<file path="src/design/stdp_pkg.sv">
// ----------------------------------------------------------------------------
// stdp_pkg
// Shared types, microcode format, program ROM and saturation helper for the
// STDP synapse trace unit.
// ----------------------------------------------------------------------------
`default_nettype none

package stdp_pkg;

	localparam int STEP_W = 4;
	localparam logic [STEP_W-1:0] STEP_IDLE = 4'd0;
	localparam logic [STEP_W-1:0] STEP_EMIT = 4'd10;

	localparam logic signed [31:0] ONE_Q16 = 32'sd65536;

	localparam int ADDR_W   = 5;

	typedef enum logic [2:0] {
		REG_POST_TARGET = 3'd0,
		REG_PRE_TARGET  = 3'd1,
		REG_GAIN_PLUS   = 3'd2,
		REG_GAIN_MINUS  = 3'd3,
		REG_POST_RATE   = 3'd4,
		REG_PRE_RATE    = 3'd5,
		REG_STEP_SCALE  = 3'd6,
		REG_RESISTANCE  = 3'd7
	} reg_idx_t;

	// operand A of the multiplier (33 bit signed)
	typedef enum logic [2:0] {
		A_ZERO,
		A_POST_ERR,
		A_PRE_ERR,
		A_POST_TRACE,
		A_PRE_TRACE,
		A_TERM_DIFF,
		A_INFL
	} a_sel_t;

	// operand B of the multiplier (unsigned, zero extended)
	typedef enum logic [2:0] {
		B_POST_RATE,
		B_PRE_RATE,
		B_GAIN_PLUS,
		B_GAIN_MINUS,
		B_STEP_SCALE,
		B_RES
	} b_sel_t;

	// writeback destination
	typedef enum logic [2:0] {
		W_NONE,
		W_POST_TRACE,
		W_PRE_TRACE,
		W_POST_TERM,
		W_PRE_TERM,
		W_DIFF,
		W_INFL,
		W_OUT
	} wb_t;

	// wait conditions: when true, the step has no effect and jumps to target
	typedef enum logic [1:0] {
		C_NEVER,
		C_NO_INPUT,
		C_OUT_BUSY
	} cond_t;

	typedef struct packed {
		cond_t             cond;
		logic [STEP_W-1:0] target;
		logic              last;
		logic              accept;
		logic              mul_en;
		a_sel_t            a_sel;
		b_sel_t            b_sel;
		wb_t               wb;
	} ctrl_word_t;

	typedef struct packed {
		logic signed [31:0] post_target;
		logic signed [31:0] pre_target;
		logic [30:0]        gain_plus;
		logic [30:0]        gain_minus;
		logic [16:0]        post_rate;
		logic [16:0]        pre_rate;
		logic [16:0]        step_scale;
		logic [30:0]        resistance;
	} cfg_t;

	// Program. A multiply issued in step n is written back in step n+1.
	function automatic ctrl_word_t ucode_rom(input logic [STEP_W-1:0] step);
		ctrl_word_t w;
		w = '{C_NEVER, STEP_IDLE, 1'b1, 1'b0, 1'b0, A_ZERO, B_POST_RATE, W_NONE};
		case (step)
			4'd0: w = '{C_NO_INPUT, STEP_IDLE, 1'b0, 1'b1, 1'b0, A_ZERO, B_POST_RATE, W_NONE};
			4'd1: w = '{C_NEVER, STEP_IDLE, 1'b0, 1'b0, 1'b1, A_POST_ERR, B_POST_RATE, W_NONE};
			4'd2: w = '{C_NEVER, STEP_IDLE, 1'b0, 1'b0, 1'b1, A_PRE_ERR, B_PRE_RATE,
				W_POST_TRACE};
			4'd3: w = '{C_NEVER, STEP_IDLE, 1'b0, 1'b0, 1'b1, A_POST_TRACE, B_GAIN_PLUS,
				W_PRE_TRACE};
			4'd4: w = '{C_NEVER, STEP_IDLE, 1'b0, 1'b0, 1'b1, A_PRE_TRACE, B_GAIN_MINUS,
				W_POST_TERM};
			4'd5: w = '{C_NEVER, STEP_IDLE, 1'b0, 1'b0, 1'b0, A_ZERO, B_POST_RATE, W_PRE_TERM};
			4'd6: w = '{C_NEVER, STEP_IDLE, 1'b0, 1'b0, 1'b1, A_TERM_DIFF, B_STEP_SCALE, W_NONE};
			4'd7: w = '{C_NEVER, STEP_IDLE, 1'b0, 1'b0, 1'b0, A_ZERO, B_POST_RATE, W_DIFF};
			4'd8: w = '{C_NEVER, STEP_IDLE, 1'b0, 1'b0, 1'b0, A_ZERO, B_POST_RATE, W_INFL};
			4'd9: w = '{C_NEVER, STEP_IDLE, 1'b0, 1'b0, 1'b1, A_INFL, B_RES, W_NONE};
			4'd10: w = '{C_OUT_BUSY, STEP_EMIT, 1'b1, 1'b0, 1'b0, A_ZERO, B_POST_RATE, W_OUT};
			default: w = '{C_NEVER, STEP_IDLE, 1'b1, 1'b0, 1'b0, A_ZERO, B_POST_RATE, W_NONE};
		endcase
		return w;
	endfunction

	// clamp a 49 bit signed value to the signed 32 bit range
	function automatic logic signed [31:0] sat32(input logic signed [48:0] v);
		logic signed [31:0] r;
		if (v[48:31] == {18{v[48]}}) begin
			r = v[31:0];
		end else if (v[48]) begin
			r = 32'sh8000_0000;
		end else begin
			r = 32'sh7FFF_FFFF;
		end
		return r;
	endfunction

endpackage

`default_nettype wire

</file>
<file path="src/design/stdp_sequencer.sv">
// ----------------------------------------------------------------------------
// stdp_sequencer
// Step counter and program ROM; issues one control word per cycle.
// ----------------------------------------------------------------------------
`default_nettype none

module stdp_sequencer (
	input  wire                   clk,
	input  wire                   arst_n,
	input  wire                   in_valid,
	input  wire                   out_busy,
	output logic                  in_ready,
	output stdp_pkg::ctrl_word_t  ctrl
);

	logic [stdp_pkg::STEP_W-1:0] upc_q;
	logic [stdp_pkg::STEP_W-1:0] upc_nxt;
	stdp_pkg::ctrl_word_t        word;
	logic                        hold;

	assign word     = stdp_pkg::ucode_rom(upc_q);
	assign in_ready = word.accept;

	always_comb begin
		case (word.cond)
			stdp_pkg::C_NO_INPUT: hold = !in_valid;
			stdp_pkg::C_OUT_BUSY: hold = out_busy;
			default:              hold = 1'b0;
		endcase
	end

	always_comb begin
		if (hold) begin
			upc_nxt = word.target;
		end else if (word.last) begin
			upc_nxt = stdp_pkg::STEP_IDLE;
		end else begin
			upc_nxt = upc_q + 1'b1;
		end
	end

	// a waiting step has no side effects
	always_comb begin
		ctrl = word;
		if (hold) begin
			ctrl.accept = 1'b0;
			ctrl.mul_en = 1'b0;
			ctrl.wb     = stdp_pkg::W_NONE;
		end
	end

	always_ff @(posedge clk or negedge arst_n) begin
		if (!arst_n) begin
			upc_q <= stdp_pkg::STEP_IDLE;
		end else begin
			upc_q <= upc_nxt;
		end
	end

endmodule

`default_nettype wire

</file>
<file path="config.mk">
export PLATFORM = sky130hd
export DESIGN_NAME = stdp_sequencer
export DESIGN_NICKNAME = d
export VERILOG_FILES = /design/src/design/stdp_pkg.sv /design/src/design/stdp_sequencer.sv
export SDC_FILE = /design/constraint.sdc
export NUM_CORES = 1
export LEC_CHECK = 0
export BUFFER_PORTS_ARGS = -buffer_cell sky130_fd_sc_hd__buf_2
export CORE_AREA = 2 2 39 41
export DETAILED_ROUTE_END_ITERATION = 12
export DIE_AREA = 0 0 41 43
export HOLD_SLACK_MARGIN = 0.15
export PLACE_DENSITY = 0.66
export SYNTH_ARGS = -nofsm -noshare
export SYNTH_HDL_FRONTEND = slang
export SYNTH_SLANG_ARGS = --single-unit
</file>
<file path="constraint.sdc">
create_clock -name clk -period 2.8 [get_ports clk]
set_input_delay 0.84 -clock clk [delete_from_list [all_inputs] [get_ports clk]]
set_output_delay 0.84 -clock clk [all_outputs]
set_load 0.01 [all_outputs]
</file>
# Yosys cells after proc, flatten, opt, wreduce, memory -nomap -nowiden
# Memories as Yosys holds them, arrays and structs flattened.
# Index checks and enable logic that the tools add are counted.
# totals
out_inout_bits,19
memories,1
inputBits,4
regBits,4
mem_bits_ro,256
# classes
reduce_logical,1
eq_ne,2
n_addsub,1
muxes,5
# mem_list
memory,words,word_bits,read_ports,rd_clocked_by_memory_dff,write_ports,line_no,rtl
(no name shown),16,16,1,0,0,stdp_pkg.sv:95,case (step)
# op_table
operator,n
two-way mux 4 bit,2
adder 4 x 1 -> 4 bit (second input constant),1
two-way mux 3 bit,1
== test 2 x 1 -> 1 bit (second input constant),1
== test 2 bit (second input constant),1
two-way mux 2 bit,1
one-hot mux 1 bit (2 select lines),1
logical NOT 1 bit,1

# Depth between registers and ports, before layout
# An unclocked memory read counts as a cell.
# logic_depth
depth_word,4
ltp_mapped,5
depth_no_buf,5

# Worst setup path after synthesis
# No wires, ideal clock.
# synth_path
path_type,input to output
startpoint,input in_valid
endpoint,output ctrl[10] (netlist bit)
path_slack_ns,0.462
required_ns,1.960
arrival_ns,1.498
cell_stages,3
n_path_buf,0
path_cell_list,or3b_4 a21oi_4 nor2b_1
# synth_rtl
element,line_no,rtl
start: declaration,stdp_sequencer.sv:10,"input wire in_valid,"
end: declaration,stdp_sequencer.sv:13,output stdp_pkg::ctrl_word_t ctrl

==> out/qor.txt <==
worst endpoint required time: 1.96 ns
die area: 1760 um^2
row cnt: 14
clock skew: 0.00130 ns
Skew-Pair Late Insertion Delay: 0.23 ns
CTS clk-pin slew, worst paths: 0.04 ns
root buffer cell: clkbuf_4
vias in the first global route: 444
worst min path class: in2async
CP max FO: 6
port bufs: 20
Setup WS post-layout: 0.201 ns
Gate power share: 77.4%
crit start category: input port
fin util: 45.2%
wire per inst: 11.0 um
routing usage on met1: 15.0%
part of the cycle the worst path needs: 92.8%
Post-Synth Simple-Gate Area: 27.1%
gr ovfl total: 0
clock share of power: 7.9%
FF+latch count, synth: 4
max-slew violation count: 0
Synth Area in Compound Gates: 21.6%
WS Path Type: in2out
Async SR Flop Fraction: 100%
drt via density: 4.84
FILL cells: 146
IO Pins: 23
busiest layer in global routing: met2
Starting Density: 36.1%
total global-route track usage: 14.4%
switching share of power: 48.9%
Seq pwr share: 14.7%
launch point of the worst reg-to-reg path: upc_q[1]$_DFF_PN0_
post-route DRC violation count: 0
Synth Flop Type: dfrtp_1
die width: 41 um
total power: 870 uW
post-layout minimum cycle time: 2.60 ns
post-synthesis xor/xnor area fraction: 1.75%
adder-cell share of the synthesized area: 12.5%
setup_tns: 0 ns
peak supply drop: 443 uV
pwr/cell area: 1390 nW/um^2
most flop-heavy register: upc_q
Internal: 444 uW
layout cells sized above 1: 35.3%
critical path data arrival time: 1.76 ns
initial antenna violation count: 0
Seq/Total Area, Yosys: 20.1%
post-CTS sizing: 0
status: completed
Vert. Die Dim: 43 um
Final ANT Viol Nets: 0
max FFs per register: 4
synth unique cells: 28
cts bufs inserted: 3
highest clock rate: 385 MHz
final hold slack: 0.409 ns
fin cells: 101
Setup Viol. Count Final: 0
synth warn: 0
Syn Area/Cell: 7.80 um^2
Post-CTS Setup Bufs: 0
HPWL Detailed: 935 um
Post-Syn Instances: 64
Post-synth EDFFs: 0
Hold-fix buffers, CTS: 0
CTS Sinks: 4
RSZ-0062 raised after global routing: no
pre-CTS setup slack: 0.189 ns
vias: 489
largest family of logic cells by synthesized area: simple AND/OR/NAND/NOR gates
antenna cells: 0
fin area: 626 um^2
CP Capture Type: output port
DRT Pass-1 Iters: 4
r2r worst-path depth: 5
CTS tree: yes
reg-to-reg endpoint: upc_q[2]$_DFF_PN0_
htree depth: 1
first-pass GRT wire length: 1760 um
Syn Std Cell Area: 499 um^2
largest net degree at the start of global routing: 14
Max Cap Viol: 0
RD Place Congestion: 0.692
LEAKAGE: 0.349 nW
placed inst area: 603 um^2
Routed WL: 1120 um
Reg2Reg Setup Slack: 1.31 ns
final-stage net count: 96
Global Route met3 Usage: 0%
post-synthesis mux area share: 4.01%
met2 Use GR: 25.6%
Area Overhead vs Synth: 25.3%
Inst Count DP: 98
largest registers: upc_q (4)
initial detailed-routing violation count: 6
core area: 1380 um^2
Hold Violations, Final: 0
Net Sw Power: 425 uW
maximum clock path buffer count: 2
==> synthesized netlist by cell type, drive strengths merged (2+ instances only) <==
| master | count | area [um^2] |
|---|---|---|
| nor2b | 3 | 18.8 |
| nor2 | 2 | 7.51 |
| ha | 5 | 62.6 |
| nor3 | 2 | 10.0 |
| nand2 | 8 | 30.0 |
| nand2b | 4 | 25.0 |
| buf | 7 | 50.0 |
| o21ai | 5 | 25.0 |
| inv | 3 | 11.3 |
| a21o | 2 | 15.0 |
| mux2i | 2 | 20.0 |
| a21oi | 4 | 31.3 |
| dfrtp | 4 | 100 |
==> area by class of cell <==
| cell class | count | area [um^2] | share of cell area, % |
|---|---|---|---|
| Sequential cell | 4 | 100 | 16.0 |
| Timing Repair Buffer | 24 | 130 | 20.8 |
| Inverter | 3 | 11.3 | 1.80 |
| Clock buffer | 3 | 22.5 | 3.60 |
| Multi-Input combinational cell | 51 | 342 | 54.6 |
| Tap cell | 16 | 20.0 | 3.20 |
==> how the worst max path moves through the flow <==
stage,from,end,slack [ns],cells after the start
2_1_floorplan,in_valid,ctrl[10],0.46,3
3_3_place_gp,in_valid,ctrl[9],0.23,5
3_5_place_dp,in_valid,ctrl[9],0.19,5
4_1_cts,in_valid,ctrl[9],0.19,5
5_1_grt,upc_q[1]$_DFF_PN0_,ctrl[10],0.12,6
6_report,in_valid,ctrl[9],0.20,5
==> kinds of logic (layout without fill, tap and decap cells) <==
group | after synthesis | after routing
buffers and inverters | 10 | 30
AND/OR/NAND/NOR | 25 | 25
adder cells (fa/ha/maj) | 5 | 5
multiplexers | 2 | 2
flip-flops | 4 | 4
AO/OA/AOI/OAI | 16 | 16
XOR/XNOR | 1 | 1
other | 1 | 2
==> cells in the final DEF (no fill, tap or decap), drive strengths merged <==
master and instances:
xnor2 1, conb 2, nand2b 4, a21boi 1, nand2 8, or3 1, mux2i 2, clkbuf 3
dfrtp 4, a21oi 4, o21ai 5, o22ai 1, nor2 2, ha 5, a21o 2, and2 1
nor3 2, inv 3, nor3b 1, a31o 1, a31oi 1, o21a 1, buf 24, or2b 1
nand3 1, nor2b 3, or3b 1
==> per-layer routing <==
metal | vias up | wire (um) | part of all wire [%]
met4 | 0 | 0 | 0
met2 | 18 | 585 | 52
met3 | 0 | 69 | 6.2
met5 | - | 0 | 0
met1 | 221 | 460 | 41
li1 | 250 | - | -
==> power groups by stage <==
stage,clock network [mW],registers [mW],logic (mW)
2_1_floorplan,0,0.120,0.465
3_3_place_gp,0,0.127,0.674
3_5_place_dp,0,0.128,0.679
4_1_cts,0.0728,0.127,0.682
5_1_grt,0.0744,0.132,0.771
6_report,0.0684,0.128,0.673
==> worst max-delay path, stage by stage <==
cell and delay (ns):
buf_2 0.11, or3b_4 0.38, a21oi_4 0.23, a31oi_1 0.06, buf_2 0.15
Note: power is estimated with default switching activity, not from simulation.
