===== src/design/stdp_pkg.sv =====
// ----------------------------------------------------------------------------
// stdp_pkg
// Shared types, microcode format, program ROM and saturation helper for the
// STDP synapse trace unit.
// ----------------------------------------------------------------------------
`default_nettype none

package stdp_pkg;

	localparam int STEP_W = 4;
	localparam logic [STEP_W-1:0] STEP_IDLE = 4'd0;
	localparam logic [STEP_W-1:0] STEP_EMIT = 4'd10;

	localparam logic signed [31:0] ONE_Q16 = 32'sd65536;

	localparam int ADDR_W   = 5;

	typedef enum logic [2:0] {
		REG_POST_TARGET = 3'd0,
		REG_PRE_TARGET  = 3'd1,
		REG_GAIN_PLUS   = 3'd2,
		REG_GAIN_MINUS  = 3'd3,
		REG_POST_RATE   = 3'd4,
		REG_PRE_RATE    = 3'd5,
		REG_STEP_SCALE  = 3'd6,
		REG_RESISTANCE  = 3'd7
	} reg_idx_t;

	// operand A of the multiplier (33 bit signed)
	typedef enum logic [2:0] {
		A_ZERO,
		A_POST_ERR,
		A_PRE_ERR,
		A_POST_TRACE,
		A_PRE_TRACE,
		A_TERM_DIFF,
		A_INFL
	} a_sel_t;

	// operand B of the multiplier (unsigned, zero extended)
	typedef enum logic [2:0] {
		B_POST_RATE,
		B_PRE_RATE,
		B_GAIN_PLUS,
		B_GAIN_MINUS,
		B_STEP_SCALE,
		B_RES
	} b_sel_t;

	// writeback destination
	typedef enum logic [2:0] {
		W_NONE,
		W_POST_TRACE,
		W_PRE_TRACE,
		W_POST_TERM,
		W_PRE_TERM,
		W_DIFF,
		W_INFL,
		W_OUT
	} wb_t;

	// wait conditions: when true, the step has no effect and jumps to target
	typedef enum logic [1:0] {
		C_NEVER,
		C_NO_INPUT,
		C_OUT_BUSY
	} cond_t;

	typedef struct packed {
		cond_t             cond;
		logic [STEP_W-1:0] target;
		logic              last;
		logic              accept;
		logic              mul_en;
		a_sel_t            a_sel;
		b_sel_t            b_sel;
		wb_t               wb;
	} ctrl_word_t;

	typedef struct packed {
		logic signed [31:0] post_target;
		logic signed [31:0] pre_target;
		logic [30:0]        gain_plus;
		logic [30:0]        gain_minus;
		logic [16:0]        post_rate;
		logic [16:0]        pre_rate;
		logic [16:0]        step_scale;
		logic [30:0]        resistance;
	} cfg_t;

	// Program. A multiply issued in step n is written back in step n+1.
	function automatic ctrl_word_t ucode_rom(input logic [STEP_W-1:0] step);
		ctrl_word_t w;
		w = '{C_NEVER, STEP_IDLE, 1'b1, 1'b0, 1'b0, A_ZERO, B_POST_RATE, W_NONE};
		case (step)
			4'd0: w = '{C_NO_INPUT, STEP_IDLE, 1'b0, 1'b1, 1'b0, A_ZERO, B_POST_RATE, W_NONE};
			4'd1: w = '{C_NEVER, STEP_IDLE, 1'b0, 1'b0, 1'b1, A_POST_ERR, B_POST_RATE, W_NONE};
			4'd2: w = '{C_NEVER, STEP_IDLE, 1'b0, 1'b0, 1'b1, A_PRE_ERR, B_PRE_RATE,
				W_POST_TRACE};
			4'd3: w = '{C_NEVER, STEP_IDLE, 1'b0, 1'b0, 1'b1, A_POST_TRACE, B_GAIN_PLUS,
				W_PRE_TRACE};
			4'd4: w = '{C_NEVER, STEP_IDLE, 1'b0, 1'b0, 1'b1, A_PRE_TRACE, B_GAIN_MINUS,
				W_POST_TERM};
			4'd5: w = '{C_NEVER, STEP_IDLE, 1'b0, 1'b0, 1'b0, A_ZERO, B_POST_RATE, W_PRE_TERM};
			4'd6: w = '{C_NEVER, STEP_IDLE, 1'b0, 1'b0, 1'b1, A_TERM_DIFF, B_STEP_SCALE, W_NONE};
			4'd7: w = '{C_NEVER, STEP_IDLE, 1'b0, 1'b0, 1'b0, A_ZERO, B_POST_RATE, W_DIFF};
			4'd8: w = '{C_NEVER, STEP_IDLE, 1'b0, 1'b0, 1'b0, A_ZERO, B_POST_RATE, W_INFL};
			4'd9: w = '{C_NEVER, STEP_IDLE, 1'b0, 1'b0, 1'b1, A_INFL, B_RES, W_NONE};
			4'd10: w = '{C_OUT_BUSY, STEP_EMIT, 1'b1, 1'b0, 1'b0, A_ZERO, B_POST_RATE, W_OUT};
			default: w = '{C_NEVER, STEP_IDLE, 1'b1, 1'b0, 1'b0, A_ZERO, B_POST_RATE, W_NONE};
		endcase
		return w;
	endfunction

	// clamp a 49 bit signed value to the signed 32 bit range
	function automatic logic signed [31:0] sat32(input logic signed [48:0] v);
		logic signed [31:0] r;
		if (v[48:31] == {18{v[48]}}) begin
			r = v[31:0];
		end else if (v[48]) begin
			r = 32'sh8000_0000;
		end else begin
			r = 32'sh7FFF_FFFF;
		end
		return r;
	endfunction

endpackage

`default_nettype wire


===== src/design/stdp_cfg_regs.sv =====
// ----------------------------------------------------------------------------
// stdp_cfg_regs
// APB register file holding the eight rule parameters.
// ----------------------------------------------------------------------------
`default_nettype none

module stdp_cfg_regs (
	input  wire                              clk,
	input  wire                              arst_n,
	input  wire                              psel,
	input  wire                              penable,
	input  wire                              pwrite,
	input  wire  [stdp_pkg::ADDR_W-1:0]      paddr,
	input  wire  [31:0]                      pwdata,
	output logic [31:0]                      prdata,
	output logic                             pready,
	output stdp_pkg::cfg_t                   cfg
);

	stdp_pkg::cfg_t   cfg_q;
	stdp_pkg::reg_idx_t idx;
	logic             wr_en;

	assign idx    = stdp_pkg::reg_idx_t'(paddr[4:2]);
	assign wr_en  = psel && penable && pwrite;
	assign pready = 1'b1;
	assign cfg    = cfg_q;

	always_ff @(posedge clk or negedge arst_n) begin
		if (!arst_n) begin
			cfg_q.post_target <= stdp_pkg::ONE_Q16;
			cfg_q.pre_target  <= stdp_pkg::ONE_Q16;
			cfg_q.gain_plus   <= 31'd65536;
			cfg_q.gain_minus  <= 31'd65536;
			cfg_q.post_rate   <= 17'd6554;
			cfg_q.pre_rate    <= 17'd65536;
			cfg_q.step_scale  <= 17'd66;
			cfg_q.resistance  <= 31'd65536;
		end else if (wr_en) begin
			case (idx)
				stdp_pkg::REG_POST_TARGET: cfg_q.post_target <= pwdata;
				stdp_pkg::REG_PRE_TARGET:  cfg_q.pre_target  <= pwdata;
				stdp_pkg::REG_GAIN_PLUS:   cfg_q.gain_plus   <= pwdata[30:0];
				stdp_pkg::REG_GAIN_MINUS:  cfg_q.gain_minus  <= pwdata[30:0];
				stdp_pkg::REG_POST_RATE:   cfg_q.post_rate   <= pwdata[16:0];
				stdp_pkg::REG_PRE_RATE:    cfg_q.pre_rate    <= pwdata[16:0];
				stdp_pkg::REG_STEP_SCALE:  cfg_q.step_scale  <= pwdata[16:0];
				stdp_pkg::REG_RESISTANCE:  cfg_q.resistance  <= pwdata[30:0];
				default: ;
			endcase
		end
	end

	always_comb begin
		case (idx)
			stdp_pkg::REG_POST_TARGET: prdata = cfg_q.post_target;
			stdp_pkg::REG_PRE_TARGET:  prdata = cfg_q.pre_target;
			stdp_pkg::REG_GAIN_PLUS:   prdata = {1'b0, cfg_q.gain_plus};
			stdp_pkg::REG_GAIN_MINUS:  prdata = {1'b0, cfg_q.gain_minus};
			stdp_pkg::REG_POST_RATE:   prdata = {15'd0, cfg_q.post_rate};
			stdp_pkg::REG_PRE_RATE:    prdata = {15'd0, cfg_q.pre_rate};
			stdp_pkg::REG_STEP_SCALE:  prdata = {15'd0, cfg_q.step_scale};
			stdp_pkg::REG_RESISTANCE:  prdata = {1'b0, cfg_q.resistance};
			default:                   prdata = 32'd0;
		endcase
	end

endmodule

`default_nettype wire


===== config.mk =====
export PLATFORM = sky130hd
export DESIGN_NAME = stdp_cfg_regs
export DESIGN_NICKNAME = d
export VERILOG_FILES = /design/src/design/stdp_pkg.sv /design/src/design/stdp_cfg_regs.sv
export SDC_FILE = /design/constraint.sdc
export NUM_CORES = 1
export LEC_CHECK = 0
export BUFFER_PORTS_ARGS = -buffer_cell sky130_fd_sc_hd__buf_2
export CAP_MARGIN = 20
export CORE_AREA = 2 2 173 107
export DETAILED_ROUTE_END_ITERATION = 7
export DIE_AREA = 0 0 175 109
export PLACE_DENSITY_LB_ADDON = 0.25
export SKIP_CTS_REPAIR_TIMING = 1
export SYNTH_ARGS = -nofsm -noshare
export SYNTH_HDL_FRONTEND = slang
export SYNTH_SLANG_ARGS = --single-unit
export TNS_END_PERCENT = 50

===== constraint.sdc =====
create_clock -name clk -period 3.9 [get_ports clk]
set_input_delay 0.39 -clock clk [delete_from_list [all_inputs] [get_ports clk]]
set_output_delay 0.39 -clock clk [all_outputs]
set_load 0.02 [all_outputs]

After elaboration in Yosys (flattened, before gate mapping)

Cells that the tools add are included.
Widths: inputs -> output; s select.

Flip-flop bits (word level): 208
Logic and storage cells: 27

Eq/ne operators: 7
Mux-type cells: 1
Reductions and logical operators: 11

Operators with widths:

| kind               | count |
|---|---|
| $pmux 32 s8        | 1 |
| $reduce_and 2->1   | 8 |
| $eq 3x3->1 const B | 4 |
| $eq 3x2->1 const B | 2 |
| $eq 3x1->1 const B | 1 |
| $logic_not 3->1    | 1 |
| $logic_and 1x1->1  | 2 |

Longest topological paths before layout

Gate-level depths: netlist of run 1.

Word-level depth: 3
Depth in mapped cells: 7
Mapped depth without buffers: 3

Worst setup path after synthesis of run 1

OpenSTA, ideal clock, no wires.

Path kind: input to output
From: input port paddr[3] (netlist bit)
To: output port prdata[23]
Data arrival time: 1.660 ns
Path slack: 1.850 ns
Stages on the path: 6
Path buffers: 4
Path through: buf_2 > buf_2 > buf_4 > buf_4 > nand2_1 > o21ai_0

Longest elaborated chain between the ends: 2

RTL lines:

| what                               | line                | RTL |
|---|---|---|
| start, declared                    | stdp_cfg_regs.sv:13 | `input wire [stdp_pkg::ADDR_W-1:0] paddr,` |
| $eq 3x3->1 (tied with other cells) | stdp_cfg_regs.sv:55 | `case (idx)` |
| $pmux 32 s8 (*)                    | stdp_cfg_regs.sv:55 |  |
| end, declared                      | stdp_cfg_regs.sv:15 | `output logic [31:0] prdata,` |

Mark *: on every way between the ends. The rest lies on a longest branch, timed or not.

Worst setup path in the final report of run 1

From: input port paddr[4] (netlist bit)
To: output port prdata[4]

Same word-level chain as after synthesis.

==> results of run 1 <==
## cells by family after synthesis
family | synth area share
multiplexers | 0.324
flip-flops | 0.539
AO/OA/AOI/OAI | 0.0600
buffers and inverters | 0.0385
AND/OR/NAND/NOR | 0.0382
other | 0.000387
## cell type report
class / count / area, µm² / area share
sequential: 208 / 5220 / 0.440
multi-input combinational: 405 / 4100 / 0.346
timing repair buffer: 291 / 1550 / 0.130
clock buffer: 35 / 648 / 0.0546
tap: 240 / 300 / 0.0253
clock inverter: 1 / 30.0 / 0.00253
inverter: 2 / 7.51 / 0.000633
antenna: 1 / 2.50 / 0.000211
## per-stage QoR
step | util | setup slack (ps) | hold WS (ps)
final | 0.673 | 932 | -41.6
after detailed placement | 0.634 | 980 | 493
after global routing | 0.673 | 826 | 9.24
after CTS | 0.672 | 971 | -9.20
after global placement | 0.634 | 998 | 487
after floorplan | - | 1850 | 94.4
## how the worst max path moves through the flow
stage / from / to / slack, ps / cells past startpoint
global route: paddr[4] / prdata[4] / 830 / 6
detailed placement: paddr[4] / prdata[13] / 980 / 6
finish: paddr[4] / prdata[4] / 930 / 6
global placement: paddr[4] / prdata[13] / 1000 / 6
CTS: paddr[4] / prdata[13] / 970 / 6
floorplan: paddr[3] / prdata[23] / 1850 / 6
## cells in the final DEF (no fill, tap or decap), drive strengths merged, types with 2 or more instances in the layout
cell	n
buf	290
clkbuf	36
nor3b	14
o21ai	3
nand2	11
nor2	13
nand4	2
inv	2
o22ai	14
o22a	14
dfstp	15
mux2	210
mux4	5
o2bb2ai	22
mux2i	66
nand2b	2
o221ai	2
dfrtp	193
a211oi	14
a21oi	3
## layer usage
layer	up-vias	part of all wire	GRT usage
li1	3022	-	-
met4	0	0.018	0.0613
met5	-	0	0
met1	3483	0.47	0.410
met2	252	0.44	0.420
met3	34	0.069	0.0666
## power groups by stage
| stage | Sequential (W) | Combinational, W | Clock (W) |
|---|---|---|---|
| after floorplan | 0.00344 | 0.000679 | 0 |
| after global placement | 0.00295 | 0.00190 | 0 |
| after detailed placement | 0.00297 | 0.00193 | 0 |
| after CTS | 0.00294 | 0.00194 | 0.00202 |
| after global routing | 0.00300 | 0.00205 | 0.00212 |
| final | 0.00294 | 0.00192 | 0.00199 |
==> out/qor.json, run 1 <==
{
  "outcome": {
    "run_status": "complete, but fails checks",
    "failed_checks": "hold timing"
  },
  "logic_synthesis": {
    "postSynthCellCount": 663,
    "number_of_enable_type_register_cells_in_the_synthesized_netlist": 0,
    "syn-cell-area_um2": 9690,
    "yosys_warnings": 0,
    "postSynthRegisterBits": 208,
    "ys_types": 40,
    "post_synth.cell_area_avg_um2": 14.6,
    "post-synth-top-area-cell": "dfrtp_1",
    "post_synth_main_area_contributors": "dfrtp_1, mux2_2, mux2_1",
    "mappedNetlistNets": 705,
    "synth.yosys.seq_area_share": 0.539,
    "synth.most_common_cell": "dfrtp_1",
    "synth.top_cell.area_share": 0.498,
    "asyncSetResetFlopFracSynth": 1.00,
    "synth_top_cells_by_count": "dfrtp_1, mux2_2, mux2_1",
    "ys_dominant_reg_cell": "dfrtp_1"
  },
  "sta": {
    "final.min_clock_period_ps": 2970,
    "totalNegativeSetupSlack_ps": 0,
    "final_min_period_over_clock_period": 0.761,
    "achievable-frequency_mhz": 337,
    "hold-worst-slack_ps": -41.6,
    "worst_margin_slew_ps": 1010,
    "rsz0062_at_grt": "no",
    "setup_viol_count_final": 0,
    "slew_headroom": 0.324,
    "final_hold_violation_count": 22,
    "timing_max_transition_violations_final": 0,
    "clock_skew_ps": 0
  },
  "worst_setup_path": {
    "cpPeakStageDelay_ps": 820,
    "worst-endpoint-required_ps": 3510,
    "cpMaxStageDelayCell": "or3_1",
    "r2r-start": "cfg[56]$_DFFE_PN0P_",
    "timing.setup.critical_path_class": "in2out",
    "critical_path.cell_chain": "buf_2, buf_4, or3_1, nor2_1, a21oi_1, buf_2",
    "cp-end-kind": "primary output",
    "timing.rr.end": "cfg[56]$_DFFE_PN0P_",
    "start_kind": "input pin",
    "critical-path-top-cell-by-count": "buf_2",
    "ff2ff_setup_slack_ps": 3080,
    "arrival_ps": 2580,
    "cp_num_buf_inv": 3,
    "cp_top_family": "buffers and inverters",
    "timing.reg2reg.worst_path_depth": 1,
    "crit_fanout": 26
  },
  "final_layout": {
    "area_delta_synth_final_pct": 22.4,
    "largest_register_ffs": 208,
    "nets": 970,
    "finish.instance_area_um2": 11900,
    "fillcell_total": 1322,
    "instances_no_fill": 1183,
    "post_route_cells_drive_above_1_share": 0.497
  },
  "power_and_ir_drop": {
    "part_of_the_power_in_combinational_logic": 0.280,
    "vdd_ir_drop_max_mv": 0.350,
    "fin_total_pwr_w": 0.00685,
    "clock_power_share": 0.290,
    "sequentialPowerShare": 0.429,
    "p_sw_w": 0.00230,
    "power_per_cell_area_nw_per_um2": 577,
    "swShare": 0.336,
    "p_leak_nw": 6.04,
    "p_int_w": 0.00455
  },
  "detailed_routing": {
    "ant_nets": 0,
    "remaining_drc_errors": 0,
    "vias": 6791,
    "detailed_route_wire_length_per_cell_um": 22.3,
    "wl_mm": 26.3,
    "number_of_vias_per_cell": 5.74,
    "dr.first_iter.drc_count": 484,
    "drt_first_pass_iters": 4
  },
  "cts": {
    "cts_tree": "built",
    "tritoncts.num_buffers": 20,
    "cts_root_buffer": "clkbuf_16",
    "cts_max_level": 1,
    "cts_num_sinks": 208,
    "path_clk_slew_ps": 60,
    "max-clock-path-buffers": 3,
    "clock_latency_ps": 480
  },
  "min_path": {
    "hold_path.class": "in2async"
  },
  "global_routing": {
    "number_of_global_route_vias_before_repair": 6739,
    "number_of_antenna_violations_at_the_first_check_in_global_routing": 1,
    "first_pass_grt_wire_length_mm": 40.4,
    "grt.total_usage": 0.278,
    "grt_start_max_net_pins": 95,
    "remaining_global_route_overflow": 0
  },
  "die": {
    "io_pins": 283,
    "floorplan.initialDensity": 0.549,
    "core_um2": 17600,
    "die_x_um": 175,
    "floorplan.die_area_um2": 19100,
    "die_height_um": 109,
    "num_rows": 38
  },
  "job": {
    "maxCapViolations": 0
  },
  "placed_design": {
    "gp_congestion": 0.819,
    "portBuffers": 279,
    "detailed_place.area_um2": 11200,
    "hpwl_mm": 17.5,
    "placed_cells_incl_taps": 1146
  }
}
Note: power is estimated with default switching activity, not from simulation.
==> run 2, diff against run 1 <==
--- a/config.mk
+++ b/config.mk
@@ -5,11 +5,12 @@
 export SDC_FILE = /design/constraint.sdc
 export NUM_CORES = 1
 export LEC_CHECK = 0
+export ABC_AREA = 1
 export BUFFER_PORTS_ARGS = -buffer_cell sky130_fd_sc_hd__buf_2
 export CAP_MARGIN = 20
-export CORE_AREA = 2 2 173 107
+export CORE_AREA = 2 2 189 117
 export DETAILED_ROUTE_END_ITERATION = 7
-export DIE_AREA = 0 0 175 109
+export DIE_AREA = 0 0 191 119
 export PLACE_DENSITY_LB_ADDON = 0.25
 export SKIP_CTS_REPAIR_TIMING = 1
 export SYNTH_ARGS = -nofsm -noshare
==> constraint.sdc (replaced) <==
create_clock -name clk -period 2.4 [get_ports clk]
set_input_delay 0.24 -clock clk [delete_from_list [all_inputs] [get_ports clk]]
set_output_delay 0.24 -clock clk [all_outputs]
set_load 0.02 [all_outputs]
==> run 2 against run 1 <==
Net effect:
- the flow still finishes with violations (hold timing)
- sequential power grew 63%
- power rose by 69%
- count of clock-buffer cells in the layout unchanged
- utilization is 10 points lower
- routed wire length rose by 27%
- synthesized area grew 0.35%
- critical path depth rose by 1
- largest cell class unchanged
- largest power group unchanged
==> out/qor.json, run 2 <==
{
  "outcome": {
    "run_status": "complete, but fails checks",
    "failed_checks": "hold timing"
  },
  "cts": {
    "tritoncts.num_buffers": 22,
    "clock_latency_ps": 500,
    "cts_max_level": 1,
    "cts_num_sinks": 208,
    "cts_tree": "built",
    "cts_root_buffer": "clkbuf_16",
    "max-clock-path-buffers": 3,
    "path_clk_slew_ps": 60
  },
  "sta": {
    "totalNegativeSetupSlack_ps": 0,
    "setup_viol_count_final": 0,
    "final.min_clock_period_ps": 2090,
    "achievable-frequency_mhz": 479,
    "worst_margin_slew_ps": 752,
    "final_hold_violation_count": 3,
    "hold-worst-slack_ps": -14.0,
    "rsz0062_at_grt": "no",
    "timing_max_transition_violations_final": 0,
    "final_min_period_over_clock_period": 0.870,
    "slew_headroom": 0.499,
    "clock_skew_ps": 0
  },
  "die": {
    "die_height_um": 119,
    "floorplan.die_area_um2": 22700,
    "core_um2": 21300,
    "floorplan.initialDensity": 0.457,
    "num_rows": 42,
    "die_x_um": 191,
    "io_pins": 283
  },
  "logic_synthesis": {
    "yosys_warnings": 0,
    "ys_dominant_reg_cell": "dfrtp_1",
    "postSynthRegisterBits": 208,
    "post_synth.cell_area_avg_um2": 8.48,
    "synth.most_common_cell": "nand2_1",
    "ys_types": 27,
    "mappedNetlistNets": 1189,
    "synth.yosys.seq_area_share": 0.537,
    "post_synth_main_area_contributors": "dfrtp_1, nand2_1, o21ai_1",
    "syn-cell-area_um2": 9720,
    "asyncSetResetFlopFracSynth": 1.00,
    "synth.top_cell.area_share": 0.497,
    "synth_top_cells_by_count": "nand2_1, dfrtp_1, o21ai_1",
    "postSynthCellCount": 1147,
    "post-synth-top-area-cell": "dfrtp_1",
    "number_of_enable_type_register_cells_in_the_synthesized_netlist": 0
  },
  "worst_setup_path": {
    "worst-endpoint-required_ps": 2160,
    "critical-path-top-cell-by-count": "nor2_1",
    "start_kind": "input pin",
    "ff2ff_setup_slack_ps": 1580,
    "crit_fanout": 20,
    "cpPeakStageDelay_ps": 440,
    "timing.setup.critical_path_class": "in2out",
    "cp-end-kind": "primary output",
    "critical_path.cell_chain": "buf_4, inv_2, nand3_4, nor2_1, nor2_1, nand3_1, buf_2",
    "timing.rr.end": "cfg[72]$_DFFE_PN1P_",
    "r2r-start": "cfg[72]$_DFFE_PN1P_",
    "timing.reg2reg.worst_path_depth": 2,
    "arrival_ps": 1850,
    "critical_path_cell_count": 7,
    "cp_num_buf_inv": 3,
    "cpMaxStageDelayCell": "inv_2",
    "cp_top_family": "buffers and inverters"
  },
  "power_and_ir_drop": {
    "power_per_cell_area_nw_per_um2": 950,
    "vdd_ir_drop_max_mv": 0.515,
    "p_leak_nw": 6.49,
    "fin_total_pwr_w": 0.0116
  },
  "placed_design": {
    "gp_congestion": 0.910,
    "portBuffers": 279,
    "hpwl_mm": 23.2
  },
  "detailed_routing": {
    "remaining_drc_errors": 0,
    "routedLengthMet1_mm": 16.4,
    "route.top_layer_used": "met4",
    "number_of_vias_per_cell": 5.42,
    "ant_nets": 0,
    "vias": 9264,
    "wl_mm": 33.5,
    "drt_first_pass_iters": 7,
    "route.met3.wl_mm": 3.57,
    "met2WireLength_mm": 13.1,
    "dr.first_iter.drc_count": 980,
    "detailed_route_wire_length_per_cell_um": 19.6
  },
  "final_layout": {
    "layout_common_cells": "nand2_1, buf_2, dfrtp_1",
    "antenna_cells_inserted": 0,
    "final_util": 0.572,
    "area_delta_synth_final_pct": 25.1,
    "post_route_cells_drive_above_1_share": 0.280,
    "nets": 1449,
    "largest_register_ffs": 208,
    "layout_commonest_cell": "nand2_1"
  },
  "job": {
    "maxCapViolations": 0
  },
  "global_routing": {
    "remaining_global_route_overflow": 0,
    "first_pass_grt_wire_length_mm": 50.1,
    "number_of_antenna_violations_at_the_first_check_in_global_routing": 0,
    "number_of_global_route_vias_before_repair": 7993,
    "grt.total_usage": 0.289,
    "grt_start_max_net_pins": 63
  },
  "min_path": {
    "hold_path_depth": 3,
    "holdPathEnd": "cfg[38]$_DFFE_PN0P_",
    "hold_path.class": "in2reg",
    "min_from": "pwdata[7]"
  }
}
-- run 2: worst max-delay path by stage --
stage	startpoint	to	slack (ps)
5_1_grt	paddr[2]	prdata[13]	200
4_1_cts	paddr[2]	prdata[13]	330
3_5_place_dp	paddr[2]	cfg[72]$_DFFE_PN1P_	250
3_3_place_gp	paddr[2]	cfg[72]$_DFFE_PN1P_	310
6_report	paddr[2]	prdata[13]	310
2_1_floorplan	paddr[2]	prdata[0]	970
-- run 2: area by class of cell --
class / instances / area [µm²]
Sequential cell: 208 / 5220
Clock buffer: 35 / 711
Inverter: 67 / 259
Clock inverter: 5 / 52.6
Tap cell: 286 / 358
Timing Repair Buffer: 321 / 1840
Fill cell: 1954 / 9110
Multi-Input combinational cell: 787 / 3720
-- run 2: logic make-up (layout without fill, tap and decap cells) --
group / count (synthesis) / count (layout) / share of synthesized area
AND/OR/NAND/NOR: 564 / 564 / 0.261
AO/OA/AOI/OAI: 222 / 222 / 0.122
flip-flops: 208 / 208 / 0.537
buffers and inverters: 152 / 428 / 0.0800
other: 1 / 1 / 0.000386
-- run 2: worst min-delay path: stages --
cell and delay [ps]:
buf_2 100, nand2_1 50, o21ai_0 60
-- run 2: routing by layer --
layer,track usage,vias up
met5,0,-
met4,0.0480,0
met3,0.0766,37
met2,0.365,446
met1,0.483,4431
li1,-,4350
-- run 2: through the flow --
step	hold WS [ps]	worst slack, ps	instances	instance area, µm²
6_report	-14.0	312	1709	12200
5_1_grt	2.41	204	1709	12200
4_1_cts	-268	330	1696	12000
3_5_place_dp	263	247	1656	11300
3_3_place_gp	266	312	1656	11300
2_1_floorplan	-55.6	970	1147	9720
-- run 2: where the power goes --
| part | leakage (nW) | internal [W] | switching (W) | total, W |
|---|---|---|---|---|
| Combinational | 3.49 | 0.00102 | 0.00221 | 0.00323 |
| Clock | 0.378 | 0.00213 | 0.00141 | 0.00355 |
| Sequential | 2.62 | 0.00423 | 0.000562 | 0.00479 |
